<file path="src/hw/rtl/spg_horner_step.sv">
// ----------------------------------------------------------------------------
// spg_horner_step
// One Horner step of the sine polynomial: coef - floor(s * x2 / 2^32).
// ----------------------------------------------------------------------------
module spg_horner_step (
    input  logic [31:0] s_in,
    input  logic [31:0] x2,
    input  logic [31:0] coef,
    output logic [31:0] s_out
);
    logic [63:0] prod;

    assign prod  = 64'(s_in) * 64'(x2);
    assign s_out = coef - prod[63:32];

endmodule

</file>
<file path="config.mk">
export PLATFORM = sky130hd
export DESIGN_NAME = spg_horner_step
export DESIGN_NICKNAME = d
export VERILOG_FILES = /design/src/hw/rtl/spg_horner_step.sv
export SDC_FILE = /design/constraint.sdc
export NUM_CORES = 2
export LEC_CHECK = 0
export BUFFER_PORTS_ARGS = -buffer_cell sky130_fd_sc_hd__buf_2
export CORE_AREA = 10 10 251 253
export DETAILED_ROUTE_END_ITERATION = 10
export DIE_AREA = 0 0 261 263
export PLACE_DENSITY = 0.79
export SLEW_MARGIN = 10
export SYNTH_ARGS = -nofsm -noshare
export SYNTH_HDL_FRONTEND = slang
export SYNTH_SLANG_ARGS = --single-unit
export TNS_END_PERCENT = 30
</file>
<file path="constraint.sdc">
create_clock -name vclk -period 10.9
set_input_delay 1.635 -clock vclk [all_inputs]
set_output_delay 1.635 -clock vclk [all_outputs]
set_load 0.01 [all_outputs]
</file>
Yosys cells after proc, flatten, opt, wreduce, memory -nomap -nowiden
Cells that the tools add are included.
{ "op_classes": {"n_mul": 1, "add_sub_neg": 1} }
{ "ops": {"columns": ["operator", "count"], "rows": [
  ["32-bit by 32-bit multiplier with 64-bit output", 1],
  ["32-bit subtractor", 1]
]} }
{ "word_totals": {"register_bits": 0, "in_bits": 96} }

Logic depth before layout (Yosys ltp)
{ "depth": {"ltp_word": 2, "ltp_mapped": 39, "mapped_depth_nobuf": 38} }

Worst setup path before layout
Ideal clock, no wire load.
{ "synth_timing": {"kind": "input-to-output", "start": "input s_in[29]", "end": "output s_out[29]", "t_required_ps": 9265, "cell_stages": 34, "arrival_ps": 10008, "slack_ps": -743, "path_cell_list": "clkbuf_1 -> nand2_1 -> fa_1 -> inv_1 -> fa_1 -> inv_1 -> fa_1 -> fa_1 -> inv_1 -> fa_1 -> fa_1 -> fa_1 -> fa_1 -> ha_1 -> a21o_1 -> a21o_1 -> a2111oi_2 -> o31ai_2 -> nor3b_2 -> nand3b_1 -> and2_1 -> a21oi_1 -> o21ai_0 -> xnor2_1 -> ha_1 -> nand2_1 -> nor2_1 -> a211oi_1 -> a21oi_1 -> o31a_1 -> or3_1 -> a31o_2 -> a21oi_2 -> xnor2_1"} }
{ "synth_via": {"elab_chain_len": 2} }
{ "synth_rtl": {"columns": ["element", "line_no", "rtl"], "rows": [
  ["start, declared", "6", "input logic [31:0] s_in,"],
  ["32-bit by 32-bit multiplier with 64-bit output", "13", "assign prod = 64'(s_in) * 64'(x2);"],
  ["32-bit subtractor", "14", "assign s_out = coef - prod[63:32];"],
  ["end, declared", "9", "output logic [31:0] s_out"]
]} }
Every way passes these cells.

Worst setup path after layout
{ "layout_timing": {"start": "input s_in[14]", "end": "output s_out[29]"} }
Same word-level chain as after synthesis.

==> impl_metrics.yaml <==
status:
  status: "finished, violations left"
  violations: "setup timing"
routing:
  via_count: 27220
  highest_layer: "met4"
  wirelength_um: 94740
  wl_per_cell_um: 19.28
  drt-initial-drc-count: 1891
  drc: 0
  drtAntennaViolNets: 0
  wl_met1_um: 32560
  dr.pass1.iters: 6
  avgViaCountPerCell: 5.538
  wl_met2_um: 49390
  wl_met3_um: 5706
worst_setup_path:
  cp-start-kind: "input port"
  crit_type: "in -> out"
  crit_fanout: 5
  slowest_delay_ns: 0.61
  crit_top_cell: "fa_1"
  worstPathRequired_ns: 9.27
  worstPathArrival_ns: 10.69
  slowest_stage: "fa_1"
  cp-end-kind: "primary output"
min_path:
  hold_path.class: "in -> out"
  whs_path_depth: 3
  holdPathEnd: "s_out[1]"
  holdCritStartpoint: "coef[1]"
synthesis:
  synth.most_common_cell: "fa_1"
  ys_types: 52
  synth_top_area_share_pct: 52.96
  ys_warn_count: 0
  synthTopCellsByCount: "fa_1, inv_1, and2_1"
  syn_inst: 3764
  synth_top_area_cell: "fa_1"
  syn-num-nets: 5047
  avgSynthCellArea_um2: 8.999
  seq_area_frac_synth_pct: 0
  synth.area.top_cells: "fa_1, ha_1, and2_1"
  synthesis.area_mm2: 0.03387
finish:
  nClkBuffers: 0
  area_growth_pct: 17.73
  drive_gt1_share_pct: 19.23
  regArea_um2: 0
  fill_cells: 4212
  utilization_pct: 68.47
  seq_cells: 0
  fin_nets: 5425
global_route:
  grt_pass1_vias: 30480
  antenna_found_initial: 2
  grt_pass1_wl_um: 150600
  grt_util_all_layers_pct: 27.45
  grt_max_degree: 27
  overflow: 0
die:
  row_count: 89
  start_util_pct: 58.16
  io_pins: 128
  die_h_um: 263
  die-area_mm2: 0.06864
  core-area_mm2: 0.05824
  die_w_um: 261
timing:
  relSlewSlack_pct: 68.99
  rsz0062_at_grt: "yes"
  period_needed_ns: 12.32
  slew_viol_final: 0
  worst_pin_slew_ns: 0.4618
  final.period_utilization_pct: 113.1
  setup_viol_count_final: 28
  fmax_ghz: 0.08115
  finalHoldViolations: 0
  fin_ws_ns: -1.423
flow_run:
  drv_cap: 0
placement:
  dp.final_hpwl_um: 79960
  gp_congestion: 0.9674
  port_buffers: 128
==> cell usage in the layout (no fill, tap or decap), types with 6 or more instances in the layout <==
cell,n
a21oi_1,44
buf_6,32
and2_1,541
o21ai_1,16
o211ai_1,7
buf_2,79
o21a_1,13
ha_4,20
nor2_2,12
nor2b_1,8
a211oi_1,7
ha_1,267
o21ai_2,10
o21ai_0,21
and2_4,24
nand2_1,513
fa_1,849
inv_2,21
xnor2_1,34
a21o_1,49
and3_1,7
nand2b_1,8
xnor2_2,7
nand4_1,14
buf_12,34
xor2_1,21
a21oi_2,21
nor3_1,8
fa_2,47
nor2_1,38
nand3_1,10
inv_1,841
a21oi_4,6
buf_4,413
==> stage by stage <==
step	setup slack, ns	cells	hold WS (ns)	instance area (um^2)	setup TNS (ns)
after floorplan	-0.4507	3764	3.476	34210	-3.712
after global placement	-1.408	4875	3.686	38260	-24.59
after detailed placement	-1.422	4875	3.688	38260	-27.74
after CTS	-1.247	4895	3.689	39160	-21.09
after global routing	-1.695	4915	3.715	39880	-31.16
final	-1.423	4915	3.680	39880	-23.78
==> worst max-delay path: cells and delay by family <==
family | cells | cell delay [ns]
buffers and inverters | 7 | 0.78
AO/OA/AOI/OAI | 9 | 2.10
AND/OR/NAND/NOR | 7 | 1.16
XOR/XNOR | 2 | 0.29
adder cells (fa/ha/maj) | 10 | 4.73
==> layout make-up <==
type	count	area (um^2)	area share, %
multi-input cells	2706	30890	77.47
repair buffers	572	4777	11.98
inverters	862	3236	8.114
well taps	773	967.2	2.425
diodes	2	5.005	0.01255
==> worst max-delay path by stage <==
stage	end	slack, ns	cells after the start	startpoint
after floorplan	s_out[29]	-0.45	33	s_in[14]
after global placement	s_out[29]	-1.41	36	x2[10]
after detailed placement	s_out[29]	-1.42	34	x2[10]
after CTS	s_out[29]	-1.25	35	s_in[14]
after global routing	s_out[29]	-1.69	35	s_in[5]
final	s_out[29]	-1.42	35	s_in[14]
==> repair_timing <==
action | CTS | global route
hold buffers | 0 | 0
setup buffers | 18 | 16
gates cloned | 3 | 2
gates resized for setup | 182 | 147
endpoints found under the setup margin | 30 | 31
pin swaps | 136 | 91
==> routing by layer <==
| metal | GRT usage, % | vias up |
|---|---|---|
| met5 | 0 | - |
| li1 | - | 11710 |
| met3 | 2.774 | 437 |
| met4 | 15.87 | 0 |
| met1 | 31.28 | 13850 |
| met2 | 49.23 | 1219 |
==> kinds of logic after synthesis <==
logic type | Yosys count | synth area share (%)
XOR/XNOR | 64 | 1.655
AND/OR/NAND/NOR | 1210 | 18.13
buffers and inverters | 1058 | 11.72
adder cells (fa/ha/maj) | 1187 | 63.71
AO/OA/AOI/OAI | 245 | 4.784
Power is not shown: default switching activity piles up to over one toggle a cycle in this logic, so the estimate is an artifact.
