### src/hw/rtl/spg_pkg.sv
// ----------------------------------------------------------------------------
// spg_pkg
// Shared constants, register codes and types for the stereo pan gain block.
// ----------------------------------------------------------------------------
package spg_pkg;

    localparam int PAN_BITS_DEF  = 16;
    localparam int GAIN_BITS_DEF = 16;

    // APB register file
    localparam int ADDR_W = 3;
    localparam int DATA_W = 32;

    localparam logic REG_PAN_LAW = 1'b0;
    localparam logic REG_PAN_ALG = 1'b1;

    // pan_law codes
    localparam logic [1:0] LAW_0DB  = 2'd0;
    localparam logic [1:0] LAW_M3DB = 2'd1;
    localparam logic [1:0] LAW_M6DB = 2'd2;

    // pan_algorithm codes
    localparam logic [1:0] ALG_LINEAR = 2'd0;
    localparam logic [1:0] ALG_SQRT   = 2'd1;
    localparam logic [1:0] ALG_SINE   = 2'd2;

    // Q0.32 compensation factors (0.707945784, 0.501187234)
    localparam logic [31:0] COMP_M3DB = 32'd3040603990;
    localparam logic [31:0] COMP_M6DB = 32'd2152582779;

    // Odd Taylor terms of sin(x*pi/2), Q2.30, lowest order first
    localparam int SINE_TERMS = 6;
    localparam logic [31:0] SINE_COEF [SINE_TERMS] = '{
        32'd1686629713, 32'd693598668, 32'd85569306,
        32'd5026995,    32'd172272,    32'd3864
    };

    typedef struct packed {
        logic [1:0] law;
        logic [1:0] alg;
    } cfg_t;

endpackage

### src/hw/rtl/spg_sqrt_step.sv
// ----------------------------------------------------------------------------
// spg_sqrt_step
// One digit of a restoring integer square root (two radicand bits per step).
// ----------------------------------------------------------------------------
module spg_sqrt_step #(
    parameter int GAIN_BITS = spg_pkg::GAIN_BITS_DEF
) (
    input  logic [GAIN_BITS+1:0] rem_in,
    input  logic [GAIN_BITS-1:0] root_in,
    input  logic [1:0]           pair,
    output logic [GAIN_BITS+1:0] rem_out,
    output logic [GAIN_BITS-1:0] root_out
);
    localparam int RW = GAIN_BITS + 4;

    logic [RW-1:0] rem_sh;
    logic [RW-1:0] trial;

    assign rem_sh = {rem_in, pair};
    assign trial  = {2'b00, root_in, 2'b01};

    always_comb begin
        if (rem_sh >= trial) begin
            rem_out  = GAIN_BITS'(0) + (GAIN_BITS+2)'(rem_sh - trial);
            root_out = {root_in[GAIN_BITS-2:0], 1'b1};
        end else begin
            rem_out  = (GAIN_BITS+2)'(rem_sh);
            root_out = {root_in[GAIN_BITS-2:0], 1'b0};
        end
    end

endmodule

### config.mk
export PLATFORM = sky130hd
export DESIGN_NAME = spg_sqrt_step
export DESIGN_NICKNAME = d
export VERILOG_FILES = /design/src/hw/rtl/spg_pkg.sv /design/src/hw/rtl/spg_sqrt_step.sv
export SDC_FILE = /design/constraint.sdc
export NUM_CORES = 1
export LEC_CHECK = 0
export BUFFER_PORTS_ARGS = -buffer_cell sky130_fd_sc_hd__buf_2
export CAP_MARGIN = 20
export CORE_MARGIN = 2
export CORE_UTILIZATION = 49
export DETAILED_ROUTE_END_ITERATION = 12
export PLACE_DENSITY = 0.94
export SYNTH_ARGS = -nofsm -noshare
export SYNTH_HDL_FRONTEND = slang
export SYNTH_SLANG_ARGS = --single-unit
export TNS_END_PERCENT = 10
### constraint.sdc
create_clock -name vclk -period 2.6
set_input_delay 0.13 -clock vclk [all_inputs]
set_output_delay 0.13 -clock vclk [all_outputs]
set_load 0.02 [all_outputs]
# == Yosys cells after proc, flatten, opt, wreduce, memory -nomap -nowiden ==
# Cells that the tools add are included.
# classes
n_addsub,1
n_lt_le_gt_ge,1
n_mux,2
# op_table
op,count
>= comparator 20 x 18 -> 1 bit,1
two-way mux 18 bit,1
subtractor 18 bit,1
two-way mux 1 bit,1
# word_totals
reg_bits,0
in_bits,36
output_inout_bits,34
wordCells,4

# == Longest topological paths before layout ==
# Gate-level depths: netlist (run 1).
# logic_depth
depth_word,2
ltp_mapped,10
mapped_depth_nobuf,8

# == Worst setup path after synthesis (run 1) ==
# No wires, ideal clock.
# synth_timing
path_kind,input to output
startpoint,input root_in[11]
endpoint,output rem_out[1]
t_arrival_ns,2.132
t_required_ns,2.470
slack_ns,0.338
cell_stages,9
n_path_buf,2
path_cell_list,inv_1 -> ha_1 -> and3_1 -> buf_6 -> a311oi_2 -> nor2_1 -> nor3_4 -> buf_12 -> mux2i_1
# synth_via
elab_chain_len,2
# synth_rtl
item,line,text
from (decl),spg_sqrt_step.sv:9,"input logic [GAIN_BITS-1:0] root_in,"
>= comparator 20 x 18 -> 1 bit,spg_sqrt_step.sv:23,if (rem_sh >= trial) begin
two-way mux 18 bit,spg_sqrt_step.sv:23,
to (decl),spg_sqrt_step.sv:11,"output logic [GAIN_BITS+1:0] rem_out,"
# Every way passes these cells.

# == Final worst setup path (run 1) ==
# layout_timing
startpoint,input rem_in[3]
endpoint,output rem_out[9]
# layout_via
elab_chain_len,2
elab_cells_between_ends,3
cone_classes,add/sub (1); order compare (1); mux (1)
# layout_rtl
item,line,text
from (decl),spg_sqrt_step.sv:8,"input logic [GAIN_BITS+1:0] rem_in,"
subtractor 18 bit or >= comparator 20 x 18 -> 1 bit (tied branches),"spg_sqrt_step.sv:24, spg_sqrt_step.sv:23",
two-way mux 18 bit *,spg_sqrt_step.sv:23,
# Mark *: on every way between the ends. The rest lies on a longest branch, timed or not.

==> run_results.csv, run 1 <==
group,metric,value,unit
detailed_routing,drc,0,
cells_and_area,regArea,0,sq um
global_routing,grt_pass1_vias,1247,
detailed_routing,via_count,1437,
synthesis,syn_avg_cell_area,7.41,sq um
timing,timing.fmax,425,MHz
min_path,hold_depth,2,
global_routing,overflow,0,
timing,rsz0062_at_grt,"no",
synthesis,synth_nets,247,
cells_and_area,final_cells,273,
timing,period_share,90.5,%
placed_design,gp_congestion,0.803,
timing,maxSlewViolCount,0,
detailed_routing,post_drt_wl_per_cell,10.9,um
cells_and_area,fin_nets,298,
pwr,p_per_area,317,nW/um^2
global_routing,grt_pass1_wl,4.88,mm
die,die_w,58.0,um
cells_and_area,clkbuf_count,0,
clock_network,cts_hold_buf,0,
die,die-area,3370,sq um
timing,max_slew_margin,64.5,%
placed_design,io_buffers,70,
cells_and_area,drive_gt1_share,40.1,%
worst_setup_path,crit_type,"primary input to output pin",
synthesis,seq_area_frac_synth,0,%
min_path,hold_path.startpoint,"root_in[7]",
die,die_y,58.0,um
synthesis,syn_inst,193,
placed_design,post-dp-hpwl,2.51,mm
min_path,min_path_type,"primary input to output pin",
worst_setup_path,start_kind,"primary input",
clock_network,postCtsSetupBuffers,0,
die,rows,19,
synthesis,synth_area,1430,sq um
die,coreArea,2760,sq um
cells_and_area,seq_cells,0,
detailed_routing,finalWirelength,2.99,mm
timing,hold_violations,0,
global_routing,grt_max_degree,12,
cells_and_area,n_fill_cell,255,
global_routing,grt_usage,17.1,%
detailed_routing,antenna_left,0,
synthesis,synth_cell_types,41,
worst_setup_path,required,2.47,ns
cells_and_area,num_antenna_cells,0,
min_path,holdPathEnd,"root_out[8]",
worst_setup_path,arrival,2.22,ns
pwr,p_leak,0.885,nW
timing,setup_viol,0,
placed_design,numPlacedInstances,273,
outcome,status,"finished clean",
worst_setup_path,cp_max_fo,8,
timing,fin_setup_tns,0,ns
pwr,vdd_drop_max,0.179,mV
cells_and_area,area_growth,16.2,%
worst_setup_path,worst_setup_path_end_kind,"output pin",
global_routing,antenna_found_initial,0,
detailed_routing,drt-initial-drc-count,34,
synthesis,yosys_warnings,0,
detailed_routing,dr.pass1.iters,4,
die,initial_core_util,51.9,%
die,ios,70,
cells_and_area,final_common_cell,"buf_2",
timing,period_minus_slack,2.35,ns
timing,worstMarginPinSlew,0.518,ns
flow_run,cap_violations,0,
cells_and_area,mostFrequentLayoutCells,"buf_2 (70), inv_1 (24), ha_1 (18), nand2_1 (13), a21oi_1 (11)",
detailed_routing,viasPerCell,5.26,
cells_and_area,final_core_util,60.3,%
## routing by layer
layer	part of all wire [%]	track usage (%)
met4	0	0.664
met3	5.2	0.446
met2	50	31.5
met1	45	23.4
met5	0	0
## power breakdown
group / internal [mW] / leakage, nW / switching, mW
registers: 0 / 0 / 0
clock network: 0 / 0 / 0
logic: 0.233 / 0.885 / 0.294
total: 0.233 / 0.885 / 0.294
## layout make-up
class | count | area (sq um) | area share, %
Inverter | 24 | 90.1 | 5.42
Multi-Input combinational cell | 145 | 1160 | 69.8
Tap cell | 31 | 38.8 | 2.33
Timing Repair Buffer | 73 | 373 | 22.4
## critical path, stage by stage
cell and delay, ns:
buf_2 0.10, ha_1 0.39, a21oi_2 0.23, o21ai_1 0.09
a21oi_2 0.23, a211oi_2 0.13, nor3_4 0.18, buf_4 0.22
mux2_2 0.35, buf_2 0.16
## repair_timing
item	in CTS	in global routing
endpoints found under the hold margin	0	0
endpoints found under the setup margin	0	1
gates resized for setup	0	1
## stage by stage
step	cell area (sq um)	worst slack [ns]	hold slack, ns	power [mW]
after floorplan	1430	0.338	0.373	0.413
after CTS	1660	0.242	0.493	0.527
after global placement	1660	0.284	0.491	0.519
final	1660	0.246	0.491	0.526
after detailed placement	1660	0.253	0.493	0.523
after global routing	1660	0.116	0.499	0.576
## worst max-delay path by stage
stage	start	slack [ns]	to	depth (start not counted)
2_1_floorplan	root_in[11]	0.34	rem_out[1]	9
3_3_place_gp	rem_in[12]	0.28	rem_out[6]	10
3_5_place_dp	rem_in[3]	0.25	rem_out[6]	10
4_1_cts	rem_in[3]	0.24	rem_out[6]	10
5_1_grt	root_in[3]	0.12	rem_out[15]	10
6_report	rem_in[3]	0.25	rem_out[9]	10
## synthesized netlist by cell type, types with 5 or more instances
cell / number / area share, %
ha_1: 18 / 16
inv_1: 24 / 6.3
mux2_2: 9 / 7.1
o21ai_0: 8 / 2.8
a21oi_1: 11 / 3.8
mux2_4: 7 / 7.3
nand3_1: 6 / 2.1
nor2_1: 10 / 2.6
xor2_1: 6 / 3.7
mux2i_1: 5 / 3.5
buf_4: 15 / 7.9
xnor2_1: 8 / 4.9
nand2_1: 13 / 3.4
## cell families after synthesis
family	synth area share (%)
xor+xnor	8.57
simple gates	15.7
buf+inv	19.0
mux	17.9
compound gates	23.1
fa+ha+maj	15.7
Note: power is estimated with default switching activity, not from simulation.
==> inputs of run 2 (changes only) <==
CORE_ASPECT_RATIO = 1.2   (was default)
SETUP_SLACK_MARGIN = 0.4   (was default)
==> run 2 against run 1 <==
Non-clock buffer count rose by 11. Global-route usage increased by 6.4 points. Die area barely moved. Via count increased by 16%. Total power rose by 40%. Cell area grew 30%. Hold slack lost 0.014 ns. Core utilization rose by 17 points. Flip-flop and latch count unchanged. Combinational power grew 40%. First-iteration DRC count rose by 88%. Critical path type unchanged. Largest power group unchanged.
==> run_results.csv, run 2 (same netlist as run 1, synthesis figures left out) <==
group,metric,value,unit
outcome,status,"finished clean",
die,die_y,63.2,um
clock_network,cts_hold_buf,0,
timing,worstMarginPinSlew,0.652,ns
detailed_routing,via_count,1661,
worst_setup_path,required,2.47,ns
pwr,total_power,739,uW
die,initial_core_util,51.3,%
min_path,min_path_type,"primary input to output pin",
pwr,p_leak,1.01,nW
min_path,hold_path.startpoint,"root_in[12]",
cells_and_area,clkbuf_count,0,
timing,finalHoldWorstSlack,0.477,ns
detailed_routing,antenna_left,0,
min_path,hold_depth,2,
placed_design,pre_cts_ws,0.202,ns
pwr,vdd_drop_max,0.244,mV
timing,period_share,88.2,%
cells_and_area,regArea,0,sq um
placed_design,gp_congestion,0.859,
worst_setup_path,cp_max_fo,6,
detailed_routing,viasPerCell,5.79,
detailed_routing,dr.pass1.iters,4,
cells_and_area,num_antenna_cells,0,
cells_and_area,final_core_util,77.5,%
pwr,p_per_area,342,nW/um^2
cells_and_area,mostFrequentLayoutCells,"buf_2 (56), inv_1 (21), buf_6 (18), mux2_4 (16)",
worst_setup_path,worst_setup_path_end_kind,"output pin",
flow_run,cap_violations,0,
global_routing,overflow,0,
worst_setup_path,start_kind,"primary input",
timing,fin_setup_tns,0,ns
die,coreArea,2790,sq um
cells_and_area,final_common_cell,"buf_2",
worst_setup_path,arrival,2.16,ns
die,rows,21,
placed_design,io_buffers,70,
timing,timing.fmax,436,MHz
timing,period_minus_slack,2.29,ns
detailed_routing,finalWirelength,4.57,mm
timing,fin_ws,0.306,ns
global_routing,grt_pass1_wl,6.37,mm
timing,rsz0062_at_grt,"yes",
cells_and_area,stdcell_area,2160,sq um
cells_and_area,fin_nets,309,
detailed_routing,drc,0,
placed_design,placed_area,1670,sq um
cells_and_area,final_cells,287,
die,ios,70,
cells_and_area,area_growth,50.9,%
placed_design,post-dp-hpwl,2.87,mm
min_path,holdPathEnd,"root_out[13]",
placed_design,numPlacedInstances,276,
cells_and_area,drive_gt1_share,57.7,%
detailed_routing,post_drt_wl_per_cell,15.9,um
worst_setup_path,crit_type,"primary input to output pin",
timing,maxSlewViolCount,0,
global_routing,grt_max_degree,9,
global_routing,grt_usage,23.5,%
die,die-area,3370,sq um
global_routing,antenna_found_initial,0,
timing,hold_violations,0,
die,die_w,53.3,um
timing,setup_viol,0,
timing,max_slew_margin,55.4,%
cells_and_area,seq_cells,0,
detailed_routing,drt-initial-drc-count,64,
global_routing,grt_pass1_vias,1554,
run 2: changes by cell type in the layout (fill, tap and decap cells not counted), sizes merged:
cell and delta:
buf +11
run 2: what timing repair did:
item | 4_1_cts | 5_1_grt
gates cloned | 2 | 0
resized for setup | 48 | 52
pin swaps | 11 | 14
endpoints found under the setup margin | 17 | 18
buffers inserted | 6 | 3
run 2: layout make-up:
type	count	area (sq um)
inverter	24	92.6
timing repair buffer	84	558
tap	34	42.5
fill	191	627
multi-input combinational	145	1470
run 2: power breakdown:
part | internal [mW] | switching (mW) | total (mW)
logic | 0.367 | 0.372 | 0.739
registers | 0 | 0 | 0
clock network | 0 | 0 | 0
run 2: how the worst max path moves through the flow:
| stage | start | to | slack, ns | depth (start not counted) |
|---|---|---|---|---|
| 2_1_floorplan | root_in[11] | rem_out[1] | 0.42 | 9 |
| 3_3_place_gp | rem_in[12] | rem_out[8] | 0.27 | 10 |
| 3_5_place_dp | root_in[3] | rem_out[14] | 0.20 | 10 |
| 4_1_cts | root_in[9] | rem_out[8] | 0.38 | 11 |
| 5_1_grt | rem_in[9] | rem_out[14] | 0.25 | 11 |
| 6_report | rem_in[9] | rem_out[14] | 0.31 | 11 |
run 2: worst max-delay path, stage by stage:
cell and delay, ns:
buf_6 0.10, ha_4 0.27, a21oi_4 0.17, buf_4 0.13, buf_4 0.09, nand2_1 0.07
a2111oi_0 0.64, mux2i_1 0.19, nand2_1 0.10, mux2_4 0.13, buf_2 0.15
run 2: per-layer routing:
layer  track usage [%]  up-vias  part of all wire, %
li1                  -      788                    -
met5                 0        -                    0
met1              25.6      784                   37
met3              1.90       18                  4.3
met4              8.97        0                  2.8
met2              44.1       71                   55
