**config.mk**
```make
export PLATFORM = sky130hd
export DESIGN_NAME = spg_comp
export DESIGN_NICKNAME = d
export VERILOG_FILES = /design/src/hw/rtl/spg_pkg.sv /design/src/hw/rtl/spg_comp.sv
export SDC_FILE = /design/constraint.sdc
export NUM_CORES = 1
export LEC_CHECK = 0
export BUFFER_PORTS_ARGS = -buffer_cell sky130_fd_sc_hd__buf_2
export CAP_MARGIN = 20
export CORE_ASPECT_RATIO = 0.9
export CORE_MARGIN = 5
export CORE_UTILIZATION = 30
export DETAILED_ROUTE_END_ITERATION = 8
export PLACE_DENSITY = 0.79
export SLEW_MARGIN = 25
export SYNTH_ARGS = -nofsm -noshare
export SYNTH_HDL_FRONTEND = slang
export SYNTH_SLANG_ARGS = --single-unit
export TNS_END_PERCENT = 1
```
**constraint.sdc**
```tcl
create_clock -name vclk -period 1.77
set_input_delay 0.0885 -clock vclk [all_inputs]
set_output_delay 0.0885 -clock vclk [all_outputs]
set_load 0.005 [all_outputs]
```
**src/hw/rtl/spg_pkg.sv**
```systemverilog
// ----------------------------------------------------------------------------
// spg_pkg
// Shared constants, register codes and types for the stereo pan gain block.
// ----------------------------------------------------------------------------
package spg_pkg;

    localparam int PAN_BITS_DEF  = 16;
    localparam int GAIN_BITS_DEF = 16;

    // APB register file
    localparam int ADDR_W = 3;
    localparam int DATA_W = 32;

    localparam logic REG_PAN_LAW = 1'b0;
    localparam logic REG_PAN_ALG = 1'b1;

    // pan_law codes
    localparam logic [1:0] LAW_0DB  = 2'd0;
    localparam logic [1:0] LAW_M3DB = 2'd1;
    localparam logic [1:0] LAW_M6DB = 2'd2;

    // pan_algorithm codes
    localparam logic [1:0] ALG_LINEAR = 2'd0;
    localparam logic [1:0] ALG_SQRT   = 2'd1;
    localparam logic [1:0] ALG_SINE   = 2'd2;

    // Q0.32 compensation factors (0.707945784, 0.501187234)
    localparam logic [31:0] COMP_M3DB = 32'd3040603990;
    localparam logic [31:0] COMP_M6DB = 32'd2152582779;

    // Odd Taylor terms of sin(x*pi/2), Q2.30, lowest order first
    localparam int SINE_TERMS = 6;
    localparam logic [31:0] SINE_COEF [SINE_TERMS] = '{
        32'd1686629713, 32'd693598668, 32'd85569306,
        32'd5026995,    32'd172272,    32'd3864
    };

    typedef struct packed {
        logic [1:0] law;
        logic [1:0] alg;
    } cfg_t;

endpackage

```
**src/hw/rtl/spg_comp.sv**
```systemverilog
// ----------------------------------------------------------------------------
// spg_comp
// Rounds the compensated Q.32 product back to Q0.GAIN_BITS and saturates.
// ----------------------------------------------------------------------------
module spg_comp #(
    parameter int GAIN_BITS = spg_pkg::GAIN_BITS_DEF
) (
    input  logic [GAIN_BITS+32:0] prod,
    output logic [GAIN_BITS-1:0]  gain
);
    localparam int PW = GAIN_BITS + 33;

    logic [PW:0]          sum;
    logic [GAIN_BITS+1:0] rnd;

    assign sum = {1'b0, prod} + (PW+1)'(64'd1 << 31);
    assign rnd = sum[PW:32];

    always_comb begin
        if (|rnd[GAIN_BITS+1:GAIN_BITS]) begin
            gain = '1;
        end else begin
            gain = rnd[GAIN_BITS-1:0];
        end
    end

endmodule

```
[Word-level counts from Yosys, hierarchy flattened]
Index checks and enable logic that the tools add are counted.
Cells by class
  muxes and demuxes: 1
  add/subtract/negate cells: 1
  reduce and logical (&&, ||, !) cells: 1
Operator list (count)
  adder 49 x 32 -> 50 bit, second input constant: 1
  2-to-1 mux 16 bit: 1
  OR reduction 2 bit: 1
Storage, ports and cells
  output and inout bits: 16
  register bits: 0
  input port bits: 49

[Logic depth before layout (Yosys ltp)]
Gate-level depths: netlist of the first run.
  depth after elaboration: 3
  gate-level depth with buffers: 6
  gate-level depth less buffers: 6

[Least setup slack after synthesis of the first run]
OpenSTA, ideal clock, no wires.
  kind: input-to-output
  start: input prod[33]
  end: output gain[0]
  stages on the path: 5
  data required time: 1.681 ns
  data arrival time: 1.279 ns
  path slack: 0.403 ns
  cell sequence: and4_1 > nand3_1 > nor3_2 > mux2i_1 > or2b_1
On the way
  cells in the longest elaborated chain, start to end: 3
RTL lines
  start, declared: RTL line spg_comp.sv:8  | input logic [GAIN_BITS+32:0] prod,
  adder 49 x 32 -> 50 bit: RTL line spg_comp.sv:16  | assign sum = {1'b0, prod} + (PW+1)'(64'd1 << 31);
  OR reduction 2 bit: RTL line spg_comp.sv:20  | if (|rnd[GAIN_BITS+1:GAIN_BITS]) begin
  2-to-1 mux 16 bit: RTL line spg_comp.sv:20
  end, declared: RTL line spg_comp.sv:9  | output logic [GAIN_BITS-1:0] gain
No other way between the ends.

[Worst setup path after layout of the first run]
  start: input prod[41]
  end: output gain[4]
The elaborated chain is that of the path after synthesis.

==> results of run 1 <==
cells in the final DEF, fill, tap and decap left out, types with 3 or more instances in the layout:
cell     netlist  layout
xnor2_1        4       4
nand3_1        5       5
nor2_1         6       6
buf_2          0      34
buf_4          0       7
nand4_1        4       4
xor2_1         7       7
o21ai_0        3       3
nand2_1       16      16
power groups by stage:
stage | registers [uW] | logic [uW] | clock network [uW]
3_5_place_dp | 0 | 120 | 0
2_1_floorplan | 0 | 57.9 | 0
5_1_grt | 0 | 134 | 0
6_report | 0 | 121 | 0
3_3_place_gp | 0 | 117 | 0
4_1_cts | 0 | 121 | 0
layout make-up:
class / instances / share of cell area [%]
Timing Repair Buffer: 41 / 32.5
Inverter: 2 / 1.09
Tap cell: 15 / 2.74
Multi-Input combinational cell: 65 / 63.7
path summary, 6_finish.rpt:
kind,startpoint,end,depth (start not counted)
max,prod[41],gain[4],8
min,prod[43],gain[11],4
cells by family (layout without fill, tap and decap cells):
group,count (synthesis),after routing
xor+xnor,11,11
simple gates,44,44
buf+inv,4,43
mux,3,3
compound gates,6,6
fa+ha+maj,1,1
metrics by stage:
| step | hold WS (ns) | util (%) |
|---|---|---|
| after floorplan | 0.245 | - |
| after global placement | 0.479 | 46.6 |
| after detailed placement | 0.490 | 46.6 |
| after CTS | 0.490 | 46.6 |
| after global routing | 0.530 | 46.8 |
| final | 0.485 | 46.8 |
layer usage:
layer,global-route usage (%),up-vias
li1,-,321
met1,13.2,276
met2,23.6,18
met3,0.623,2
met4,1.05,0
met5,0,-
worst min-delay path, stage by stage:
cell     delay, ns
buf_2         0.10
xor2_1        0.06
nand2_1       0.05
buf_2         0.10
==> results.tsv, run 1 <==
metric	value	unit
status	finished, final reports clean	
maxSlewViolCount	0	
p_leak	0.000310	uW
die_y	47.6	um
drive_gt1_share	45.4	%
synth_cells	69	
critPathSlowestCell	mux2i_2	
cp-end-kind	output pin	
multi_input_area	437	um2
muxShareOfSynthArea	6.65	%
cell_internal_pwr	59.0	uW
dp_slack	0.0743	ns
seqPwrFrac	0	%
final.period_utilization	94.9	%
maxCapViolCount	0	
netlist_area	470	um2
num_antenna_cells	0	
min_period	1.68	ns
crit_buf_inv	3	
crit_fanout	5	
grt_pass1_wl	2.22	mm
cts_resized	0	
grt_max_degree	9	
fp.coreArea	0.00146	mm2
layoutNonFillerInstCount	123	
grt_setup_unrepaired	no	
wire_per_inst	11.8	um
crit_family	simple AND/OR/NAND/NOR gates	
regArea	0	um2
setup_ws	0.0904	ns
io-pin-count	65	
synth.avg_cell_area	6.82	um2
drcViolationCount	0	
area_delta_synth_final	45.7	%
synth_top_area_share	13.0	%
hold_violations	0	
top_layer_used	met4	
routed_wl	1.46	mm
crit_path_frequent_cell	buf_2	
netlist_top_cells_area	xor2_1, nand2_1, xnor2_1, nand3_1, nand4_1	
total_power	121	uW
dpl-instance-area	682	um2
drt_iter0_drc	17	
wl_met1	641	um
synth_common_cells	nand2_1, xor2_1, nor2_1	
crit_chain	buf_2, nand3_1, or2_4, nor3_2, mux2i_2, buf_4, o21ai_0, buf_2	
final_antenna_net_count	0	
ys_types	27	
p_sw	61.7	uW
gp_congestion	0.783	
synth_warnings	0	
crit_required	1.68	ns
setup_viol	0	
clock_buffers	0	
grt_overflow	0	
synth-simple-area-share	54.5	%
num_rows	13	
die_area	0.00246	mm2
synth_most_common_cell	nand2_1	
synth_fp_nets	119	
p_per_area	176	mW/mm2
vias	617	
synth-compound-area-share	7.71	%
post_cts_buffers	0	
pwr-share-clk	0	%
ys_seq_area_share	0	%
die_w	51.7	um
start_util	32.1	%
dr_wl_met2	736	um
yosys.area.top_type	xor2_1	
peakVddDrop	0.0794	mV
swShare	51.1	%
routed-wl-met3	59	um
cp.arrival	1.59	ns
synth_fa_ha_area_share	2.66	%
portBuffers	34	
dp_hpwl	1.30	mm
synth_xor_area_share	20.5	%
max_freq	0.595	GHz
crit_type	primary input to output pin	
drtPass1Iterations	4	
antenna_found_initial	0	
max_stage_delay	0.33	ns
cts_hold_buffers	0	
seq_cell_count	0	
grt.total_usage	11.3	%
worstMarginPinSlew	0.258	ns
grt_pass1_vias	553	
synth_top_family_by_area	simple AND/OR/NAND/NOR gates	
hold_path_class	primary input to output pin	
power_frac_comb	100.0	%
fillers	147	
max-slew-margin-rel	82.5	%
startpoint_type	primary input	
dp.cells	123	
fin_nets	160	
fin_tns_setup	0	ns
via_per_inst	5.02	
stdcell_area	686	um2
No activity file was read; power rests on OpenSTA's default activity.
==> run 2: changes to the inputs <==
Settings changed: CELL_PAD_IN_SITES_DETAIL_PLACEMENT set to 0, CELL_PAD_IN_SITES_GLOBAL_PLACEMENT set to 1, CORE_UTILIZATION 30 to 19, PLACE_DENSITY 0.79 to unset, PLACE_DENSITY_LB_ADDON set to 0.1.
==> run 2 against run 1 <==
  * Setup slack improved by 0.053 ns
  * Sequential share of layout area unchanged
  * Cell count increased by 12%
  * Combinational power increased by 3%
  * Highest routed layer is now met3
  * Die area increased by 45%
  * Final area increased by 5.3%
  * Global-route usage decreased by 4.1 points
  * Fmax increased by 3.3%
  * Flip-flop and latch count unchanged
  * First-iteration DRC count decreased by 47%
  * Clock-buffer cell count unchanged
  * Largest power group unchanged
  * Critical path depth decreased by 1
==> results.tsv, run 2 (synthesis results as in run 1) <==
metric	value	unit
status	finished, final reports clean	
drtPass1Iterations	4	
final.period_utilization	91.9	%
hold_violations	0	
final_util	30.0	%
grt_setup_unrepaired	no	
fin_nets	162	
hold_ws	0.497	ns
drcViolationCount	0	
worstMarginPinSlew	0.295	ns
drt_iter0_drc	9	
hold_end	gain[3]	
startpoint_type	primary input	
maxCapViolCount	0	
routed_wl	1.46	mm
pwr-share-clk	0	%
layoutNonFillerInstCount	138	
vias	605	
final_antenna_net_count	0	
maxSlewViolCount	0	
area_delta_synth_final	53.5	%
grt_max_degree	9	
layout_commonest_cell	buf_2	
max_stage_delay	0.35	ns
num_rows	17	
die_y	57.2	um
seqPwrFrac	0	%
crit_chain	buf_2, nand4_4, or2_4, nor3_2, mux2i_2, or2b_1, buf_2	
grt.total_usage	7.21	%
dpl-instance-area	713	um2
grt_overflow	0	
fp.coreArea	0.00240	mm2
power_frac_comb	100.0	%
crit_fanout	5	
die_area	0.00357	mm2
hold_path_class	primary input to output pin	
portBuffers	34	
min_period	1.63	ns
dp_hpwl	1.27	mm
cp-end-kind	output pin	
crit_path_frequent_cell	buf_2	
hold_depth	4	
peakVddDrop	0.0616	mV
crit_required	1.68	ns
drive_gt1_share	47.3	%
clock_buffers	0	
num_antenna_cells	0	
most-common-layout-cells	buf_2, nand2_1, buf_4	
max-slew-margin-rel	79.9	%
gp_congestion	0.696	
multi_input_area	442	um2
start_util	19.6	%
cp.arrival	1.54	ns
grt_pass1_wl	2.30	mm
critPathSlowestCell	mux2i_2	
die_w	62.5	um
p_leak	0.000321	uW
regArea	0	um2
hp-start	prod[35]	
fillers	283	
p_sw	62.4	uW
dp.cells	138	
crit_type	primary input to output pin	
seq_cell_count	0	
io-pin-count	65	
antenna_found_initial	0	
swShare	50.1	%
max_freq	0.615	GHz
wire_per_inst	10.6	um
setup_viol	0	
via_per_inst	4.38	
p_per_area	173	mW/mm2
grt_pass1_vias	527	
stdcell_area	722	um2
cell_internal_pwr	62.2	uW
run 2: cell types whose count changed in the layout (fill, tap and decap cells not counted):
cell	before	now
buf_4	7	9
nand3_1	5	4
nand3_2	0	1
run 2: repair_timing:
item	4_1_cts	5_1_grt
hold endpoints to repair	0	0
endpoints found under the setup margin	4	11
hold buffers	0	0
resized for setup	1	1
setup buffers	0	0
run 2: power by group through the flow:
stage	clock (uW)	sequential, uW	combinational [uW]
2_1_floorplan	0	0	57.9
3_3_place_gp	0	0	125
3_5_place_dp	0	0	125
4_1_cts	0	0	126
5_1_grt	0	0	140
6_report	0	0	125
run 2: metal layers:
metal	vias up	part of all wire [%]	track usage, %
li1	325	-	-
met1	263	50	10.7
met2	17	44	12.0
met3	0	5.8	0.787
met4	0	0	0
met5	-	0	0
run 2: area by class of cell:
type	count	area share, %
multi-input combinational	65	61.2
tap	28	4.85
timing repair buffer	43	32.9
inverter	2	1.04
run 2: worst max path at each step:
| stage | start | depth (start not counted) | end |
|---|---|---|---|
| 6_report | prod[39] | 7 | gain[0] |
| 5_1_grt | prod[42] | 8 | gain[11] |
| 4_1_cts | prod[42] | 8 | gain[5] |
| 3_5_place_dp | prod[41] | 8 | gain[5] |
| 3_3_place_gp | prod[41] | 8 | gain[7] |
| 2_1_floorplan | prod[33] | 5 | gain[0] |
run 2: worst max-delay path, delay by kind of cell:
kind / cells / cell delay (ns)
buffers and inverters: 2 / 0.25
multiplexers: 1 / 0.35
AND/OR/NAND/NOR: 4 / 0.86
run 2: per-stage QoR:
| stage | setup TNS [ns] | worst slack, ns | total power (uW) |
|---|---|---|---|
| global placement | 0 | 0.0285 | 125 |
| floorplan | 0 | 0.403 | 57.9 |
| finish | 0 | 0.144 | 125 |
| CTS | 0 | 0.0588 | 126 |
| global route | 0 | 0.0205 | 140 |
| detailed placement | -0.0135 | -0.00537 | 125 |
==> run 3: changes to the inputs <==
Settings changed: ABC_AREA set to 1.
==> run 3 against run 2 <==
  * Critical endpoint is now gain[15]
  * Hold slack improved by 0.016 ns
  * Non-clock buffer count decreased by 9
  * Cell count increased by 30%
==> results.tsv, run 3 <==
metric	value	unit
p_leak	0.000386	uW
drcViolationCount	0	
cp.arrival	1.47	ns
num_rows	18	
maxCapViolCount	0	
portBuffers	34	
regArea	0	um2
synth_fp_nets	157	
fin_tns_setup	0	ns
vias	700	
hold_path_class	primary input to output pin	
hold_violations	0	
hold_ws	0.513	ns
cts_resized	0	
cts_hold_buffers	0	
netlist_area	546	um2
synth_cells	107	
critPathSlowestCell	nor2_4	
worstMarginPinSlew	0.406	ns
fp.coreArea	0.00275	mm2
routed_wl	1.69	mm
synth.avg_cell_area	5.10	um2
ys_seq_area_share	0	%
ys_types	14	
crit_type	primary input to output pin	
status	finished, final reports clean	
grt.total_usage	8.28	%
final.period_utilization	88.1	%
grt_overflow	0	
synth-simple-area-share	61.5	%
synth_xor_area_share	20.9	%
cp-end-kind	output pin	
setup_ws	0.211	ns
die_y	60.8	um
post_cts_buffers	0	
synth_top_area_share	26.8	%
p_per_area	171	mW/mm2
maxSlewViolCount	0	
antenna_found_initial	0	
crit_chain	buf_2, ha_1, nand2_1, nor2_2, nand2_2, nor2_4, nand2_1, nand2_2, nor2_4, nand2_1, buf_2	
drt_iter0_drc	12	
peakVddDrop	0.0434	mV
top_layer_used	met3	
max_freq	0.641	GHz
total_power	129	uW
max-slew-margin-rel	72.7	%
num_antenna_cells	0	
gp_congestion	0.709	
synth_fa_ha_area_share	2.29	%
dp_hpwl	1.51	mm
wl_met1	887	um
synth_top_family_by_area	simple AND/OR/NAND/NOR gates	
die_area	0.00404	mm2
crit_buf_inv	2	
fin_nets	192	
clock_buffers	0	
crit_fanout	16	
start_util	19.9	%
most-common-layout-cells	nand2_1, buf_2, inv_1	
layout_commonest_cell	nand2_1	
crit_path_frequent_cell	nand2_1	
grt_max_degree	17	
drive_gt1_share	30.7	%
via_per_inst	3.89	
synth_common_cells	nand2_1, inv_1, nor2_1	
max_stage_delay	0.31	ns
grt_setup_unrepaired	no	
io-pin-count	65	
seq_cell_count	0	
fillers	350	
setup_viol	0	
crit_family	simple AND/OR/NAND/NOR gates	
final_antenna_net_count	0	
crit_required	1.68	ns
routed-wl-met3	65	um
dp_slack	0.164	ns
netlist_top_cells_area	nand2_1, inv_1, xnor2_1, nor2_1, xor2_1	
wire_per_inst	9.41	um
synth_warnings	0	
dr_wl_met2	741	um
grt_pass1_vias	600	
die_w	66.5	um
area_delta_synth_final	38.3	%
min_period	1.56	ns
synth-compound-area-share	1.61	%
yosys.area.top_type	nand2_1	
drtPass1Iterations	4	
synth_most_common_cell	nand2_1	
grt_pass1_wl	2.71	mm
startpoint_type	primary input	
muxShareOfSynthArea	0	%
run 3: cell count changes in the layout (fill, tap and decap cells not counted), moves of 2 or more:
cell / before / now
a31oi_1: 2 / 0
buf_4: 9 / 0
inv_1: 2 / 17
nand2_1: 16 / 39
nand2_2: 1 / 3
nand3_1: 4 / 8
nand4_1: 4 / 2
nor2_1: 6 / 15
nor2_4: 0 / 4
o21ai_0: 3 / 0
xnor2_1: 4 / 7
run 3: area by class of cell:
type	count	area, um2	area share, %
tap	40	50.0	6.63
multi-input combinational	89	470	62.4
inverter	17	63.8	8.46
timing repair buffer	34	170	22.6
run 3: final timing paths:
path | depth (start not counted) | start | end
setup / recovery | 11 | prod[31] | gain[15]
hold / removal | 4 | prod[40] | gain[8]
run 3: cell families after synthesis:
group | after synthesis
AND/OR/NAND/NOR | 74
buffers and inverters | 18
adder cells (fa/ha/maj) | 1
XOR/XNOR | 13
AO/OA/AOI/OAI | 1
run 3: metrics by stage:
| stage | utilization (%) | std cells | area [um2] |
|---|---|---|---|
| after floorplan | - | 107 | 546 |
| after global placement | 27.5 | 180 | 754 |
| after detailed placement | 27.5 | 180 | 754 |
| after CTS | 27.5 | 180 | 754 |
| after global routing | 27.5 | 180 | 754 |
| final | 27.5 | 180 | 754 |
run 3: worst min-delay path, delay by kind of cell:
kind	cells	cell delay (ns)
buffers and inverters	2	0.21
XOR/XNOR	1	0.07
AND/OR/NAND/NOR	1	0.05
run 3: report_power, final:
part           internal (uW)  total [uW]  switching (uW)
clock                      0           0               0
combinational           55.7         129            73.2
sequential                 0           0               0
run 3: per-layer routing:
layer / vias to the layer above / track usage, %
li1: 385 / -
met1: 298 / 12.5
met2: 17 / 14.0
met3: 0 / 0.185
met4: 0 / 0
met5: - / 0
